### config.mk
export PLATFORM = sky130hd
export DESIGN_NAME = bmp_unpack_ctrl
export DESIGN_NICKNAME = d
export VERILOG_FILES = /design/src/rtl/core/bmp_pkg.sv /design/src/rtl/core/bmp_unpack_ctrl.sv
export SDC_FILE = /design/constraint.sdc
export NUM_CORES = 1
export LEC_CHECK = 0
export BUFFER_PORTS_ARGS = -buffer_cell sky130_fd_sc_hd__buf_2
export CAP_MARGIN = 5
export CORE_AREA = 2 2 86 104
export DETAILED_ROUTE_END_ITERATION = 10
export DIE_AREA = 0 0 88 106
export PLACE_DENSITY_LB_ADDON = 0.08
export SLEW_MARGIN = 20
export SYNTH_ARGS = -nofsm -noshare
export SYNTH_HDL_FRONTEND = slang
export SYNTH_SLANG_ARGS = --single-unit
### constraint.sdc
create_clock -name clk_i -period 3.8 [get_ports clk_i]
set_clock_uncertainty 0.05 [all_clocks]
set_input_delay 0.38 -clock clk_i [delete_from_list [all_inputs] [get_ports clk_i]]
set_output_delay 0.38 -clock clk_i [all_outputs]
set_load 0.005 [all_outputs]
### src/rtl/core/bmp_pkg.sv
package bmp_pkg;

  localparam logic [1:0] MODE_PAL8  = 2'd0;
  localparam logic [1:0] MODE_RGB24 = 2'd1;
  localparam logic [1:0] MODE_RGB32 = 2'd2;

  localparam logic [1:0] CFG_PIXEL_MODE   = 2'd0;
  localparam logic [1:0] CFG_IMAGE_WIDTH  = 2'd1;
  localparam logic [1:0] CFG_IMAGE_HEIGHT = 2'd2;

  localparam logic KIND_PALETTE = 1'b0;
  localparam logic KIND_PIXEL   = 1'b1;

  localparam int unsigned CfgDataW  = 13;
  localparam logic [12:0] WIDTH_MAX  = 13'd4096;
  localparam logic [12:0] HEIGHT_MAX = 13'd4096;

  typedef struct packed {
    logic [1:0]  pixel_mode;
    logic [12:0] image_width;
    logic [12:0] image_height;
  } cfg_t;

  typedef struct packed {
    logic       valid;
    logic       from_palette;
    logic       palette_hit;
    logic [7:0] red;
    logic [7:0] green;
    logic [7:0] blue;
    logic [7:0] extra_byte;
    logic       last_pixel;
  } pix_res_t;

endpackage

### src/rtl/core/bmp_unpack_ctrl.sv
module bmp_unpack_ctrl import bmp_pkg::*; #(
  parameter int unsigned PALETTE_DEPTH = 256
) (
  input  logic       clk_i,
  input  logic       rst_ni,
  input  cfg_t       cfg_i,
  input  logic       step_i,
  input  logic [7:0] data_byte_i,
  output pix_res_t   res_o
);

  logic [1:0]  phase_q, phase_d;
  logic [23:0] held_q, held_d;
  logic [11:0] col_q, col_d;
  logic [1:0]  pad_q, pad_d;
  logic [11:0] row_q, row_d;

  logic [12:0] eff_w, eff_h;
  logic [2:0]  bpp;
  logic [4:0]  row_prod;
  logic [12:0] col_next, row_next;
  logic        done;

  always_comb begin
    eff_w = cfg_i.image_width;
    if (eff_w == 13'd0) eff_w = 13'd1;
    if (eff_w > WIDTH_MAX) eff_w = WIDTH_MAX;
    eff_h = cfg_i.image_height;
    if (eff_h == 13'd0) eff_h = 13'd1;
    if (eff_h > HEIGHT_MAX) eff_h = HEIGHT_MAX;
    unique case (cfg_i.pixel_mode)
      MODE_PAL8:  bpp = 3'd1;
      MODE_RGB24: bpp = 3'd3;
      default:    bpp = 3'd4;
    endcase
    row_prod = {3'b000, eff_w[1:0]} * {2'b00, bpp};
  end

  always_comb begin
    phase_d  = phase_q;
    held_d   = held_q;
    col_d    = col_q;
    pad_d    = pad_q;
    row_d    = row_q;
    res_o    = '0;
    done     = 1'b0;
    col_next = {1'b0, col_q} + 13'd1;
    row_next = {1'b0, row_q} + 13'd1;
    if (step_i) begin
      if (pad_q != 2'd0) begin
        pad_d = pad_q - 2'd1;
      end else begin
        if (cfg_i.pixel_mode == MODE_PAL8) begin
          done               = 1'b1;
          res_o.from_palette = 1'b1;
          res_o.palette_hit  = ({1'b0, data_byte_i} < 9'(PALETTE_DEPTH));
        end else if (({1'b0, phase_q} + 3'd1) < bpp) begin
          case (phase_q)
            2'd0:    held_d = held_q | {16'd0, data_byte_i};
            2'd1:    held_d = held_q | {8'd0, data_byte_i, 8'd0};
            2'd2:    held_d = held_q | {data_byte_i, 16'd0};
            default: held_d = held_q;
          endcase
          phase_d = phase_q + 2'd1;
        end else begin
          done        = 1'b1;
          res_o.blue  = held_q[7:0];
          res_o.green = held_q[15:8];
          if (bpp == 3'd3) begin
            res_o.red = data_byte_i;
          end else begin
            res_o.red        = held_q[23:16];
            res_o.extra_byte = data_byte_i;
          end
        end
        if (done) begin
          res_o.valid = 1'b1;
          phase_d     = 2'd0;
          held_d      = 24'd0;
          if (col_next >= eff_w) begin
            pad_d = 2'd0 - row_prod[1:0];
            col_d = 12'd0;
            if (row_next >= eff_h) begin
              res_o.last_pixel = 1'b1;
              row_d            = 12'd0;
            end else begin
              row_d = row_next[11:0];
            end
          end else begin
            col_d = col_next[11:0];
          end
        end
      end
    end
  end

  always_ff @(posedge clk_i or negedge rst_ni) begin
    if (!rst_ni) begin
      phase_q <= 2'd0;
      held_q  <= 24'd0;
      col_q   <= 12'd0;
      pad_q   <= 2'd0;
      row_q   <= 12'd0;
    end else begin
      phase_q <= phase_d;
      held_q  <= held_d;
      col_q   <= col_d;
      pad_q   <= pad_d;
      row_q   <= row_d;
    end
  end

endmodule

=== Word-level counts from Yosys, hierarchy flattened ===
Index checks and enable logic that the tools add are counted.

* Register bits: 52
* Latch bits: 0
* RAM bits: 0
* Bits in read-only memories: 0
* Input port bits: 39
* Output and inout bits: 36
* Word-level logic and storage cells: 72
* Memories: 0

* Add/subtract/negate cells: 6
* Multiply operators: 1
* Divide/modulo/power cells: 0
* Order comparisons: 5
* Equality and inequality tests: 5
* Shift-type cells: 0
* Mux-type cells: 32
* Bitwise operators: 4
* Reductions and logical operators: 14

{| class="wikitable"
|+ Operators with widths
! operator !! count
|-
| $mux 24 || 3
|-
| $mux 36 || 2
|-
| $pmux 24 s3 || 1
|-
| $mux 32 || 2
|-
| $mux 13 || 4
|-
| $add 12x1->13 const B || 2
|-
| $ge 13x13->1 || 2
|-
| $gt 13x13->1 const B || 2
|-
| $logic_not 13->1 || 2
|-
| $mux 12 || 2
|-
| $or 24x16->24 || 1
|-
| $or 24x24->24 || 1
|-
| $or 24x8->24 || 1
|-
| $mux 8 || 2
|-
| $mux 2 || 7
|-
| $mux 1 || 8
|-
| $reduce_and 4->1 || 2
|-
| $reduce_bool 2->1 || 4
|-
| $pmux 3 s2 || 1
|-
| $reduce_and 3->1 || 2
|-
| $reduce_and 5->1 || 1
|-
| $eq 2x1->1 const B || 2
|-
| $logic_not 2->1 || 2
|-
| $reduce_bool 4->1 || 1
|-
| other kinds (10) || 10
|}

=== Logic depth before layout (Yosys ltp) ===
* Depth after elaboration: 10
* Depth in mapped cells: 13
* Mapped depth without buffers: 12

=== Worst setup path after synthesis ===
OpenSTA, ideal clock, no wires.

* Path kind: register to output
* Start: register col_q[0]
* End: output port res_o[0] in the netlist's numbering
* Arrival: 2.672 ns
* Data required time: 3.370 ns
* Slack: 0.698 ns
* Stages on the path, launching flop included: 14
* Buffers on the path: 1
* Cells stage by stage: dfrtp_1 > ha_1 > nand2_1 > nor2_1 > and2_1 > xor2_1 > ha_1 > a211oi_2 > nor2_1 > a211o_1 > a311o_1 > buf_2 > nand2_4 > nor3_1

{| class="wikitable"
|+ RTL lines
! item !! line !! text
|-
| from (decl) || bmp_unpack_ctrl.sv:14 || <nowiki>logic [11:0] col_q, col_d;</nowiki>
|-
| from (signal assigned) || bmp_unpack_ctrl.sv:107 || <nowiki>col_q <= col_d;</nowiki>
|-
| to (decl) || bmp_unpack_ctrl.sv:9 || <nowiki>output pix_res_t res_o</nowiki>
|}

==> results.json <==
{
  "status": "finished clean",
  "syn_avg_cell_area_um2": 8.726,
  "reg2reg_depth": 13,
  "grt_pass1_vias": 3173,
  "core_um2": 8379,
  "cp.arrival_ns": 3.19,
  "ys_seq_area_share_pct": 35.51,
  "grt_max_degree": 31,
  "required_ns": 3.37,
  "htreeDepth": 2,
  "synth_area_um2": 3665,
  "globalplace.congestion": 0.8101,
  "maxSlewHeadroom_pct": 46.37,
  "hold_viol": 0,
  "nFillCells": 810,
  "critPathLaunch": "col_q[0]",
  "first_iter_violations": 103,
  "synthCells": 420,
  "final_nets": 577,
  "drv_cap": 0,
  "endpoint_kind": "output port",
  "n_antenna_cell": 0,
  "dp_hpwl_um": 6742,
  "vias_per_cell": 5.320,
  "die_h_um": 106,
  "async_flop_share_pct": 100.0,
  "cp-endpoint": "res_o[0]",
  "cts-root-buf": "clkbuf_8",
  "place.port_buffers": 74,
  "worstHoldStart": "step_i",
  "clk_path_buf_depth": 2,
  "period_share_pct": 95.38,
  "drt_first_pass_iters": 4,
  "grt_pass1_wl_um": 14630,
  "reg2reg_to": "col_q[0]",
  "min_path_type": "in2reg",
  "drcViolationCount": 0,
  "tightest_slew_ns": 0.8001,
  "grt_remaining_overflow": 0,
  "path_clk_slew_ns": 0.10,
  "layout-drive-gt1-share_pct": 24.36,
  "synth_cell_types": 53,
  "fp.dieArea_um2": 9328,
  "fmax_mhz": 275.9,
  "grt_antenna_before_repair": 0,
  "criticalPathCategory": "reg2out",
  "synth_seq_cells": 52,
  "path_max_fanout": 7,
  "drt-wirelength-per-cell_um": 14.17,
  "synth_nets": 493,
  "r2r_start": "col_q[0]",
  "r2r_slack_ns": 0.37,
  "vdd_drop_max_uv": 161.1,
  "p_per_area_nw_per_um2": 457.1,
  "yosysWarningCount": 0,
  "fin_setup_tns_ns": 0,
  "cts_tree": "built",
  "grt_usage_pct": 19.52,
  "start_util_pct": 43.74,
  "io_pins": 75,
  "fin_crit_ns": 3.624,
  "routed_wl_um": 8814,
  "cts_num_sinks": 52,
  "area_delta_synth_final_pct": 19.90,
  "crit_path_start_kind": "flip-flop",
  "antenna_left": 0,
  "cts_made_buffers": 5,
  "p_total_w": 0.002008,
  "vias": 3309,
  "slew_viol_final": 0,
  "dieWidth_um": 88,
  "num_rows": 37,
  "synthFlopType": "dfrtp_1",
  "synth-edff-count": 0,
  "leakage_nw": 2.184,
  "clk_latency_ns": 0.31,
  "setup_violations": 0
}
registers in the layout (all words and copies together), names as in the netlist:
register  flops
phase_q       2
col_q        12
pad_q         2
row_q        12
held_q       24
layer usage:
layer  vias up  track usage [%]  part of all wire (%)
li1       1669                -                     -
met1      1561            25.44                    45
met2        72            34.04                    51
met3         7            2.795                   3.3
met4         0            4.176                  0.52
met5         -                0                     0
report_power, final:
group | internal [W] | switching, W
clock | 0.000131 | 0.000190
sequential | 0.000691 | 0.000108
combinational | 0.000364 | 0.000525
total | 0.00119 | 0.000822
per-stage QoR:
| step | worst slack, ns | cells | instance area, µm² | hold WS (ns) | utilization, % |
|---|---|---|---|---|---|
| final | 0.1756 | 622 | 4394 | 0.3037 | 52.44 |
| after global routing | -0.01501 | 622 | 4394 | 0.3241 | 52.44 |
| after CTS | 0.05942 | 613 | 4262 | 0.2939 | 50.86 |
| after detailed placement | 0.2501 | 604 | 4155 | 0.3385 | 49.59 |
| after global placement | 0.3464 | 604 | 4155 | 0.3359 | 49.59 |
| after floorplan | 0.6979 | 420 | 3665 | 0.03441 | - |
cells in the mapped netlist (2+ instances only):
| cell type | number | area share, % |
|---|---|---|
| nor4_1 | 5 | 0.85 |
| xnor2_1 | 12 | 2.9 |
| nand2_1 | 49 | 5.0 |
| o21ai_1 | 10 | 1.4 |
| and2_1 | 18 | 3.1 |
| ha_1 | 34 | 12 |
| mux2_2 | 2 | 0.61 |
| and4_1 | 2 | 0.48 |
| a21o_1 | 3 | 0.61 |
| and3_1 | 11 | 1.9 |
| a21oi_1 | 43 | 5.9 |
| nor2_2 | 2 | 0.34 |
| o21ai_0 | 19 | 2.6 |
| dfrtp_1 | 52 | 36 |
| buf_2 | 3 | 0.41 |
| nand4_1 | 6 | 1.0 |
| xor2_1 | 8 | 1.9 |
| nor2_1 | 40 | 4.1 |
| nor2b_1 | 5 | 0.85 |
| nand3_1 | 15 | 2.0 |
| clkbuf_1 | 6 | 0.61 |
| nor3_1 | 9 | 1.2 |
| nor3_2 | 2 | 0.55 |
| o211ai_1 | 4 | 0.82 |
| a31oi_1 | 2 | 0.34 |
| or2_2 | 2 | 0.34 |
| a22o_1 | 14 | 3.3 |
| inv_1 | 7 | 0.72 |
| nand2b_1 | 11 | 1.9 |
worst max-delay path: stages (launching register included):
cell	delay [ns]
dfrtp_1	0.44
buf_4	0.16
nand3_4	0.11
nor2_4	0.15
nand4_1	0.16
xnor2_2	0.26
ha_1	0.26
nand4_1	0.16
nor2_4	0.07
a211o_1	0.34
a311o_2	0.44
nand2_4	0.12
nor3_1	0.07
buf_2	0.14
how the worst min path moves through the flow:
stage / to / slack (ns) / cells past startpoint
floorplan: col_q[0] / 0.03 / 0
global placement: phase_q[0] / 0.34 / 1
detailed placement: phase_q[0] / 0.34 / 1
CTS: pad_q[0] / 0.29 / 3
global route: held_q[10] / 0.32 / 3
finish: pad_q[0] / 0.30 / 3
final cells by class:
type                       count  area [µm²]  share of cell area [%]
sequential                    52        1301                   29.61
timing repair buffer          88       478.0                   10.88
clock buffer                   5       68.82                   1.566
inverter                       9       33.78                  0.7688
clock inverter                 3       23.77                  0.5410
tap                          117       146.4                   3.331
multi-input combinational    348        2342                   53.30
what timing repair did:
item                       4_1_cts  5_1_grt
setup endpoints to repair        1        1
hold buffers                     1        0
pin swaps                        0        6
hold endpoints to repair        22        0
gates resized for setup          2       12
setup buffers                    0        9
cells by family (layout without fill, tap and decap cells):
group	Yosys count	after routing	share of synthesized area (%)
compound gates	108	108	19.26
xor+xnor	20	20	4.780
fa+ha+maj	34	34	11.61
buf+inv	20	105	2.458
flops	52	52	35.51
mux	2	2	0.6145
simple gates	184	184	25.78
placed cells by master, fill, tap and decap left out, types with 4 or more instances in the layout:
cell and n:
buf_2 74, o21ai_0 19, nand4_1 6, buf_4 13, o211ai_1 4, inv_1 7
nor4_1 5, nand2b_1 11, a22o_1 14, nand3_1 13, o21ai_1 10, nor2_1 38
and2_1 17, clkbuf_8 5, xnor2_1 10, a21oi_1 43, xor2_1 8, dfrtp_1 52
nand2_1 49, nor3_1 9, and3_1 11, nor2b_1 5, ha_1 33
No activity file was read; power rests on OpenSTA's default activity.
